--- config.mk ---
export PLATFORM = sky130hd
export DESIGN_NAME = cau_divider
export DESIGN_NICKNAME = d
export VERILOG_FILES = /design/src/cau_pkg.sv /design/src/cau_divider.sv
export SDC_FILE = /design/constraint.sdc
export NUM_CORES = 1
export LEC_CHECK = 0
export CORE_MARGIN = 2
export CORE_UTILIZATION = 59
export CTS_BUF_LIST = sky130_fd_sc_hd__clkbuf_4 sky130_fd_sc_hd__clkbuf_8 sky130_fd_sc_hd__clkbuf_16
export DETAILED_ROUTE_END_ITERATION = 8
export DONT_BUFFER_PORTS = 1
export PLACE_DENSITY = 0.87
export SETUP_SLACK_MARGIN = 0.4
export SLEW_MARGIN = 20
export SYNTH_ARGS = -nofsm -noshare
export SYNTH_HDL_FRONTEND = slang
export SYNTH_SLANG_ARGS = --single-unit
--- constraint.sdc ---
create_clock -name clk -period 4.3 [get_ports clk]
set_clock_uncertainty 0.15 [all_clocks]
set_input_delay 0 -clock clk [delete_from_list [all_inputs] [get_ports clk]]
set_output_delay 0 -clock clk [all_outputs]
set_load 0.02 [all_outputs]
--- src/cau_pkg.sv ---
`timescale 1ns / 1ps
// ----------------------------------------------------------------------------
// cau_pkg
// Shared constants and the saturation helper of the complex arithmetic unit.
// ----------------------------------------------------------------------------
package cau_pkg;

  localparam int FRAC_BITS    = 16;
  localparam int MAX_EXPONENT = 255;

  // operation codes
  localparam logic [2:0] OP_ADD  = 3'd0;
  localparam logic [2:0] OP_SUB  = 3'd1;
  localparam logic [2:0] OP_MUL  = 3'd2;
  localparam logic [2:0] OP_DIV  = 3'd3;
  localparam logic [2:0] OP_CONJ = 3'd4;
  localparam logic [2:0] OP_POW  = 3'd5;

  // status codes
  localparam logic [1:0] ST_OK   = 2'd0;
  localparam logic [1:0] ST_DIVZ = 2'd1;
  localparam logic [1:0] ST_ZPZ  = 2'd2;
  localparam logic [1:0] ST_SAT  = 2'd3;

  // saturate a 66-bit signed value to 32 bits
  function automatic logic [32:0] sat32(input logic signed [65:0] v);
    logic [32:0] r;
    if (v > 66'sd2147483647) r = {1'b1, 32'h7fffffff};
    else if (v < -66'sd2147483648) r = {1'b1, 32'h80000000};
    else r = {1'b0, v[31:0]};
    return r;
  endfunction

endpackage

--- src/cau_divider.sv ---
`timescale 1ns / 1ps
// ----------------------------------------------------------------------------
// cau_divider
// Restoring divider, one quotient bit per cycle: (mag << 16) / den,
// quotient capped at 2^32.
// ----------------------------------------------------------------------------
module cau_divider (
  input  logic        clk,
  input  logic        rst_n,
  input  logic        start,
  input  logic [63:0] mag,
  input  logic [63:0] den,
  output logic        done,
  output logic [32:0] quot
);

  localparam int NB = 64 + cau_pkg::FRAC_BITS;

  logic [NB-1:0] num_r;
  logic [64:0]   rem_r;
  logic [32:0]   q_r;
  logic [6:0]    cnt_r;
  logic          busy_r;
  logic          done_r;

  logic [64:0] rem_sh;
  logic        ge;
  logic [33:0] q_sh;

  always_comb begin
    rem_sh = {rem_r[63:0], num_r[NB-1]};
    ge     = rem_sh >= {1'b0, den};
    q_sh   = {q_r, ge};
    if (q_sh > 34'h0ffffffff) q_sh = 34'h100000000;
  end

  // one bit per cycle
  always_ff @(posedge clk) begin
    if (!rst_n) begin
      busy_r <= 1'b0;
      done_r <= 1'b0;
      cnt_r  <= '0;
    end else begin
      done_r <= 1'b0;
      if (start) begin
        busy_r <= 1'b1;
        cnt_r  <= 7'(NB - 1);
        num_r  <= {mag, {cau_pkg::FRAC_BITS{1'b0}}};
        rem_r  <= '0;
        q_r    <= '0;
      end else if (busy_r) begin
        num_r <= num_r << 1;
        rem_r <= ge ? rem_sh - {1'b0, den} : rem_sh;
        q_r   <= q_sh[32:0];
        cnt_r <= cnt_r - 7'd1;
        if (cnt_r == 7'd0) begin
          busy_r <= 1'b0;
          done_r <= 1'b1;
        end
      end
    end
  end

  assign done = done_r;
  assign quot = q_r;

endmodule

-- Word-level counts from Yosys, hierarchy flattened
Cells that the tools add are included.
- output and inout bits: 34
- flip-flop bits (word level): 185
- logic and storage cells: 31
- input bits: 131
- reduce and logical (&&, ||, !) cells: 5
- magnitude comparators: 2
- multiplexer cells: 12
- bitwise logic cells: 2
- add/subtract/negate cells: 2
- operators with widths (kind ; number):
    $mux W80 ; 2
    $mux W64 ; 2
    $mux W33 ; 2
    $ge A65 B64 Y1 ; 1
    $sub A64 B64 Y64 ; 1
    $gt A34 B32 Y1 const B ; 1
    $mux W7 ; 2
    $logic_not A7 Y1 ; 1
    $sub A7 B1 Y7 const B ; 1
    $mux W1 ; 4
    $reduce_or A3 Y1 ; 1
    $not A1 Y1 ; 2
    $reduce_and A2 Y1 ; 1
    $reduce_bool A2 Y1 ; 1
    $reduce_or A2 Y1 ; 1

-- Depth between registers and ports, before layout
Gate-level depths: netlist of the first run.
- word-level depth: 4
- mapped depth: 14
- depth with buffers taken out: 12

-- Worst setup path after synthesis of the first run
Ideal clock, no wire load.
- kind: reg2reg
- start point: register busy_r
- end point: register num_r[16] (enable)
- buffers on the path: 0
- required time: 3.614 ns
- data arrival time: 4.041 ns
- path slack: -0.427 ns
- setup time: 0.536 ns
- stages on the path, launching flop included: 2
- cell sequence: dfxtp_1 -> o21a_1
- word-level cells in the longest chain between the ends: 2
- ends and longest elaborated chain (item ; RTL line ; RTL):
    from (decl) ; cau_divider.sv:23 ; logic busy_r;
    from (signal assigned) ; cau_divider.sv:40 ; busy_r <= 1'b0;
    from (signal assigned) ; cau_divider.sv:46 ; busy_r <= 1'b1;
    from (signal assigned) ; cau_divider.sv:57 ; busy_r <= 1'b0;
    $reduce_bool A2 Y1 (no source line) ; -- ;
    $reduce_and A2 Y1 (no source line) ; -- ;
    to (signal assigned) ; cau_divider.sv:48 ; num_r <= {mag, {cau_pkg::FRAC_BITS{1'b0}}};
    to (signal assigned) ; cau_divider.sv:52 ; num_r <= num_r << 1;
    to (decl) ; cau_divider.sv:19 ; logic [NB-1:0] num_r;
Every way passes these cells.
A chain may end at the register's enable or synchronous reset.

-- Final worst setup path of the first run
- start point: register rem_r[3]
- end point: register rem_r[60], data pin
- word-level cells in the longest chain between the ends: 3
- elaborated cells between the ends (all ways): 4
- those cells by class: add/sub (1); order compare (1); mux (2)
- ends and longest elaborated chain (item ; RTL line ; RTL):
    from (decl) ; cau_divider.sv:20 ; logic [64:0] rem_r;
    from (signal assigned) ; cau_divider.sv:53 ; rem_r <= ge ? rem_sh - {1'b0, den} : rem_sh;
    $sub A64 B64 Y64 / $ge A65 B64 Y1 (equally long branches) ; cau_divider.sv:53, cau_divider.sv:32 ;
    $mux W64 * ; cau_divider.sv:53 ;
    $mux W64 * ; cau_divider.sv:51 ; end else if (busy_r) begin
Every way passes the cells marked *; elsewhere a longest branch is shown, timed or not. The select of a mux whose other input is x is not followed.

==> impl_metrics.env, run 1 <==
export IMPL_drv_slew=0
export IMPL_fp_dieArea_mm2=0.02091
export IMPL_switching_share=0.3464
export IMPL_final_core_util=0.6786
export IMPL_critPathKind="reg -> reg"
export IMPL_p_switching_mw=1.792
export IMPL_critPathRequiredTime_ns=4.45
export IMPL_path_delay_family="compound AO/OA/AOI/OAI gates"
export IMPL_syn_inst=1195
export IMPL_start_util=0.5993
export IMPL_synth_area_top_cells="edfxtp_1 41%, ha_1 7.1%, mux2_2 6.1%"
export IMPL_post_place_cells=1403
export IMPL_reg2regPathDepth=10
export IMPL_ys_ff_latch=170
export IMPL_yosysTopAreaCell="edfxtp_1"
export IMPL_clockPowerShare=0.317
export IMPL_critPathLaunchType="flop"
export IMPL_arrival_ns=3.99
export IMPL_cp_buffers_inverters=0
export IMPL_crit_start="rem_r[3]$_SDFFCE_PP0P_"
export IMPL_holdPathEnd="rem_r[22]$_SDFFCE_PP0P_"
export IMPL_grt_setup_unrepaired="yes"
export IMPL_grt_use_met3=0.07219
export IMPL_first_pass_iters=7
export IMPL_viasPerCell=6.392
export IMPL_netlist_area_mm2=0.01166
export IMPL_cts_tree="done"
export IMPL_ir_worst_vdd_mv=0.2929
export IMPL_holdPathStages=5
export IMPL_synthToLayoutAreaGrowth_pct=13.24
export IMPL_critPathMaxFanout=6
export IMPL_intPower_mw=3.380
export IMPL_postRouteAntennaNets=0
export IMPL_gpl_final_weighted_congestion=0.9351
export IMPL_cp_slowest_cell="a32oi_1"
export IMPL_grt_use_met2=0.4747
export IMPL_finalSetupViolations=0
export IMPL_finalWirelength_um=30300
export IMPL_synth_enable_flop_cells=161
export IMPL_combPwrFrac=0.280
export IMPL_grt_pass1_vias=9303
export IMPL_clock_sinks=170
export IMPL_yosysTopAreaCellShare=0.4145
export IMPL_drv_cap=0
export IMPL_drt_initial_drc_count=941
export IMPL_r2r_start="rem_r[3]$_SDFFCE_PP0P_"
export IMPL_core_area_mm2=0.01946
export IMPL_grt_pass1_wl_um=47110
export IMPL_syn_nets=1393
export IMPL_hold_viol_final=0
export IMPL_clkLatencyLatePin_ns=0.45
export IMPL_status="complete, no violations"
export IMPL_dpl_hpwl_um=19880
export IMPL_num_nets_final=1430
export IMPL_tns_ns=0
export IMPL_fin_crit_sh=0.8910
export IMPL_synth_warnings=0
export IMPL_drc=0
export IMPL_met1_usage=0.3796
export IMPL_r2r_slack_ns=0.47
export IMPL_r2r_end="rem_r[60]$_SDFFCE_PP0P_"
export IMPL_ys_seq_area_frac=0.4300
export IMPL_cts_root_buffer="clkbuf_16"
export IMPL_core_rowCount=51
export IMPL_period_needed_ns=3.831
export IMPL_overflow=0
export IMPL_drive_gt1_frac=0.1092
export IMPL_pwr_share_seq=0.403
export IMPL_clk_pin_slew_ns=0.07
export IMPL_cts_htree_levels=4
export IMPL_gr_max_usage_layer="met2"
export IMPL_ys_flop_type="edfxtp_1"
export IMPL_min_delay_start="den[22]"
export IMPL_critPathMaxStageDelay_ns=0.69
export IMPL_fmax_mhz=261.0
export IMPL_antenna_found_initial=0
export IMPL_die_w_um=144.6
export IMPL_worst_pin_slew_ns=0.8025
export IMPL_grt_max_degree=131
export IMPL_die_h_um=144.6
export IMPL_power_density_mw_per_mm2=391.6
export IMPL_crit_path_end_kind="flop"
export IMPL_cts_inserted_buffers=17
export IMPL_p_leak_nw=5.199
export IMPL_wl_per_cell_um=20.07
export IMPL_grt_use_total=0.2894
export IMPL_ys_types=83
export IMPL_async_flop_share=0
export IMPL_max_clock_path_buffers=2
export IMPL_avgSynthCellArea_um2=9.760
export IMPL_via_count=9652
export IMPL_max_slew_margin=0.4650
export IMPL_diodes=0
export IMPL_port_buffers=0
export IMPL_stdcell_count=1510
export IMPL_num_fill_cells=1422
export IMPL_io_pins=165
export IMPL_hp_class="in -> reg"
export IMPL_crit_chain="ha_1 > a21o_1 > a21oi_1 > a2111oi_1 > nor2_1 > nand4_1 > a32oi_1 > o31ai_2 > a2111oi_0 > nand3b_1"
cells in the mapped netlist (9+ instances only):
cell / n
nor2b_1: 9
nor3_1: 23
clkbuf_1: 32
and2_1: 38
o21ai_0: 50
edfxtp_1: 161
mux2_2: 63
xnor2_1: 23
o21a_1: 15
nand4_1: 27
nor2_1: 58
buf_2: 20
and3_1: 13
nand3_1: 30
a21o_1: 33
inv_1: 83
or3_1: 9
a211oi_1: 17
a21oi_1: 104
dfxtp_1: 9
a31oi_1: 13
xor2_1: 22
nand2_1: 129
ha_1: 66
layout by cell type, fill, tap and decap left out, drive strengths merged, types with 38 or more instances in the layout:
cell,netlist,routed
a21oi,109,109
o21ai,56,56
inv,83,91
nand2,129,129
mux2,63,63
dlygate4sd3,0,71
nor2,58,58
and2,38,38
edfxtp,161,161
ha,66,66
power groups by stage:
| stage | registers, mW | logic [mW] | clock network, mW |
|---|---|---|---|
| final | 2.08 | 1.45 | 1.64 |
| after global routing | 2.10 | 1.58 | 1.71 |
| after CTS | 2.08 | 1.40 | 1.64 |
| after detailed placement | 2.11 | 1.31 | 0 |
| after global placement | 2.10 | 1.28 | 0 |
| after floorplan | 2.09 | 1.07 | 0 |
per-stage QoR:
step                power [mW]  hold WS [ns]  area (um^2)  setup slack (ns)
floorplan                3.165      0.003807        11660             1.160
global placement         3.381      0.002105        11800            0.5348
detailed placement       3.417       0.01036        11800            0.4494
CTS                      5.110       0.04088        13170            0.4102
global route             5.389       0.09545        13210            0.3011
finish                   5.172       0.04615        13210            0.4686
worst max path at each step:
stage | to | slack (ns) | cells past startpoint
after floorplan | rem_r[62]$_SDFFCE_PP0P_ | 1.16 | 12
after global placement | rem_r[60]$_SDFFCE_PP0P_ | 0.53 | 12
after detailed placement | rem_r[62]$_SDFFCE_PP0P_ | 0.45 | 12
after CTS | rem_r[62]$_SDFFCE_PP0P_ | 0.41 | 12
after global routing | rem_r[60]$_SDFFCE_PP0P_ | 0.30 | 12
final | rem_r[60]$_SDFFCE_PP0P_ | 0.47 | 10
layout make-up:
type	instances	area, um^2	area share
Clock buffer	17	425.4	0.03221
Timing Repair Buffer	84	853.3	0.06461
Tap cell	265	331.6	0.02510
Inverter	83	311.5	0.02359
Sequential cell	170	5015	0.3797
Clock inverter	15	206.4	0.01563
Multi-Input combinational cell	876	6065	0.4592
cells by family (layout without fill, tap and decap cells):
group,after synthesis,count (layout),share of synthesized area
adder cells (fa/ha/maj),67,67,0.07252
multiplexers,64,64,0.06168
buffers and inverters,149,199,0.05342
AO/OA/AOI/OAI,321,321,0.1846
XOR/XNOR,45,45,0.03379
AND/OR/NAND/NOR,379,379,0.1640
flip-flops,170,170,0.4300
timing repair:
| item | in CTS | in global routing |
|---|---|---|
| endpoints found under the hold margin | 160 | 0 |
| hold buffers | 72 | 0 |
| setup buffers | 0 | 3 |
| setup endpoints to repair | 0 | 7 |
| resized for setup | 0 | 4 |
worst register-to-register path, stage by stage, from the launching register on:
cell,delay (ns)
edfxtp_1,0.43
ha_1,0.39
a21o_1,0.19
a21oi_1,0.24
a2111oi_1,0.12
nor2_1,0.36
nand4_1,0.39
a32oi_1,0.69
o31ai_2,0.17
a2111oi_0,0.43
nand3b_1,0.16
registers in the layout, summed over array words and instances, names as in the netlist:
signal  count
rem_r      64
num_r      64
quot       33
done        1
cnt_r       7
busy_r      1
layer usage:
| metal | share of wire | vias to the layer above |
|---|---|---|
| met3 | 0.086 | 71 |
| met1 | 0.41 | 4543 |
| met2 | 0.48 | 531 |
| met5 | 0 | - |
| li1 | - | 4507 |
| met4 | 0.024 | 0 |
Power figures use the tool's default switching activity.
==> run 2, diff against run 1 <==
--- a/config.mk
+++ b/config.mk
@@ -5,6 +5,7 @@
 export SDC_FILE = /design/constraint.sdc
 export NUM_CORES = 1
 export LEC_CHECK = 0
+export ABC_AREA = 1
 export CORE_MARGIN = 2
 export CORE_UTILIZATION = 59
 export CTS_BUF_LIST = sky130_fd_sc_hd__clkbuf_4 sky130_fd_sc_hd__clkbuf_8 sky130_fd_sc_hd__clkbuf_16
==> run 2 against run 1 <==
Effect of this change:
- non-clock buffer count shrank 6
- clock-buffer cell count is the same
- cell count grew 77%
- area after synthesis grew 22%
- critical endpoint is now rem_r[29]$_SDFFCE_PP0P_
- combinational power grew 21%
- fmax grew 2.7%
- synthesized cell count grew 92%
- sequential power is essentially flat
- critical path depth is the same
- via count grew 49%
- global-route usage grew 7.2 points
==> impl_metrics.env, run 2 <==
export IMPL_fin_crit_sh=0.8677
export IMPL_critPathRequiredTime_ns=4.35
export IMPL_grt_use_total=0.3615
export IMPL_cts_tree="done"
export IMPL_ir_worst_vdd_mv=0.2789
export IMPL_via_count=14384
export IMPL_ys_types=38
export IMPL_drive_gt1_frac=0.03573
export IMPL_grt_pass1_vias=13884
export IMPL_critPathMaxStageDelay_ns=0.80
export IMPL_gpl_final_weighted_congestion=1.039
export IMPL_syn_nets=2490
export IMPL_dpl_hpwl_um=32670
export IMPL_placed_cell_area_mm2=0.01451
export IMPL_drt_initial_drc_count=1588
export IMPL_clk_pin_slew_ns=0.09
export IMPL_antenna_found_initial=0
export IMPL_reg2regPathDepth=10
export IMPL_final_area_mm2=0.01585
export IMPL_crit_path_end_kind="flop"
export IMPL_min_delay_start="den[63]"
export IMPL_wl_per_cell_um=17.35
export IMPL_drv_cap=0
export IMPL_avgSynthCellArea_um2=6.229
export IMPL_fmax_mhz=268.0
export IMPL_async_flop_share=0
export IMPL_holdPathEnd="rem_r[63]$_SDFFCE_PP0P_"
export IMPL_io_pins=165
export IMPL_layout_commonest_cell="nand2_1"
export IMPL_grt_setup_unrepaired="no"
export IMPL_synth_enable_flop_cells=161
export IMPL_cts_repair_resized=0
export IMPL_dr_wl_met3_um=4153
export IMPL_overflow=0
export IMPL_critPathKind="reg -> reg"
export IMPL_cts_root_buffer="clkbuf_16"
export IMPL_ys_ff_latch=170
export IMPL_wl_met2_um=21600
export IMPL_synth_area_top_cells="edfxtp_1 34%, nand2_1 24%, inv_1 13%"
export IMPL_syn_inst=2292
export IMPL_p_leak_nw=8.914
export IMPL_timing_hold_ws_ns=0.02626
export IMPL_r2r_start="rem_r[61]$_SDFFCE_PP0P_"
export IMPL_yosysTopAreaCell="edfxtp_1"
export IMPL_clkLatencyLatePin_ns=0.45
export IMPL_r2r_end="rem_r[29]$_SDFFCE_PP0P_"
export IMPL_r2r_slack_ns=0.57
export IMPL_core_rowCount=56
export IMPL_critPathLaunchType="flop"
export IMPL_finalSetupViolations=0
export IMPL_holdPathStages=6
export IMPL_wl_met1_um=18360
export IMPL_power_density_mw_per_mm2=347.2
export IMPL_cp_slowest_cell="nor2_4"
export IMPL_postRouteAntennaNets=0
export IMPL_clock_sinks=170
export IMPL_ys_seq_area_frac=0.3513
export IMPL_hold_viol_final=0
export IMPL_first_pass_iters=7
export IMPL_core_area_mm2=0.02361
export IMPL_grt_pass1_wl_um=71920
export IMPL_grt_max_degree=85
export IMPL_drc=0
export IMPL_synthToLayoutAreaGrowth_pct=11.01
export IMPL_die_h_um=159.6
export IMPL_die_w_um=159.6
export IMPL_drv_slew=0
export IMPL_max_clock_path_buffers=2
export IMPL_num_nets_final=2536
export IMPL_critPathMaxFanout=46
export IMPL_num_fill_cells=2079
export IMPL_ys_flop_type="edfxtp_1"
export IMPL_cts_htree_levels=4
export IMPL_mostFrequentLayoutCells="919 x nand2_1, 492 x inv_1, 232 x nor2_1"
export IMPL_port_buffers=0
export IMPL_crit_chain="ha_1 > a21oi_1 > inv_1 > a211oi_1 > o21ai_2 > nor2_4 > buf_4 > nand3_1 > nand2_1 > nor2_1"
export IMPL_worst_pin_slew_ns=0.9989
export IMPL_hp_class="in -> reg"
export IMPL_finalWirelength_um=46320
export IMPL_arrival_ns=3.78
export IMPL_synth_warnings=0
export IMPL_tns_ns=0
export IMPL_diodes=0
export IMPL_netlist_area_mm2=0.01428
export IMPL_period_needed_ns=3.731
export IMPL_start_util=0.6046
export IMPL_fp_dieArea_mm2=0.02546
export IMPL_max_slew_margin=0.3325
export IMPL_post_synth_top_count_cell="nand2_1"
export IMPL_cts_inserted_buffers=17
export IMPL_ys_top_cells_by_count="919 x nand2_1, 492 x inv_1, 233 x nor2_1"
export IMPL_viasPerCell=5.387
export IMPL_yosysTopAreaCellShare=0.3387
export IMPL_status="complete, no violations"
export IMPL_highest_signal_layer="met4"
run 2: kinds of logic after synthesis:
group	share of synthesized area
adders and majority gates	0.05925
AOI/OAI and AO/OA	0.04049
buffers and inverters	0.1550
xor gates and xnor gates	0.01902
DFF	0.3513
and+or+nand+nor	0.3749
run 2: worst max-delay path by stage:
stage,startpoint,endpoint,slack [ns],cells after the start
floorplan,busy_r$_SDFF_PN0_,num_r[16]$_SDFFCE_PN0P_,0.90,2
global placement,rem_r[61]$_SDFFCE_PP0P_,rem_r[49]$_SDFFCE_PP0P_,0.73,10
detailed placement,rem_r[15]$_SDFFCE_PP0P_,rem_r[29]$_SDFFCE_PP0P_,0.73,16
CTS,rem_r[15]$_SDFFCE_PP0P_,rem_r[29]$_SDFFCE_PP0P_,0.69,16
global route,rem_r[15]$_SDFFCE_PP0P_,rem_r[38]$_SDFFCE_PP0P_,0.44,16
finish,rem_r[61]$_SDFFCE_PP0P_,rem_r[29]$_SDFFCE_PP0P_,0.57,10
run 2: layout make-up:
type | count | area, um^2 | share of cell area
clock buffers | 17 | 425.4 | 0.02684
clock inverters | 15 | 178.9 | 0.01129
inverters | 520 | 1953 | 0.1232
multi-input cells | 1551 | 7071 | 0.4462
flip-flops and latches | 170 | 5015 | 0.3164
well taps | 319 | 399.1 | 0.02519
repair buffers | 78 | 805.8 | 0.05084
run 2: timing repair:
item,CTS,global route
hold buffers,71,0
setup buffers,0,0
setup endpoints to repair,0,0
endpoints found under the hold margin,81,0
run 2: routing by layer:
metal / global-route usage / vias to the layer above
li1: - / 7001
met1: 0.4426 / 6466
met2: 0.6072 / 780
met3: 0.08127 / 137
met4: 0.1686 / 0
met5: 0 / -
run 2: power by group:
| part | internal, mW | switching [mW] | total, mW |
|---|---|---|---|
| sequential | 1.98 | 0.0892 | 2.07 |
| clock | 0.792 | 0.889 | 1.68 |
| combinational | 0.560 | 1.19 | 1.75 |
| total | 3.34 | 2.17 | 5.50 |
run 2: stage by stage:
step | worst slack (ns) | util | instances | total power, mW
finish | 0.5687 | 0.6712 | 2670 | 5.502
global route | 0.4393 | 0.6712 | 2670 | 5.740
CTS | 0.6912 | 0.6709 | 2670 | 5.391
detailed placement | 0.7255 | 0.6145 | 2567 | 3.705
global placement | 0.7301 | 0.6145 | 2567 | 3.671
floorplan | 0.9029 | - | 2292 | 3.305
run 2: worst max-delay path: cells and delay by family, from the launching register on:
kind / cells / cell delay [ns]
simple gates: 4 / 1.08
compound gates: 3 / 0.89
buf+inv: 2 / 0.56
flops: 1 / 0.40
fa+ha+maj: 1 / 0.35
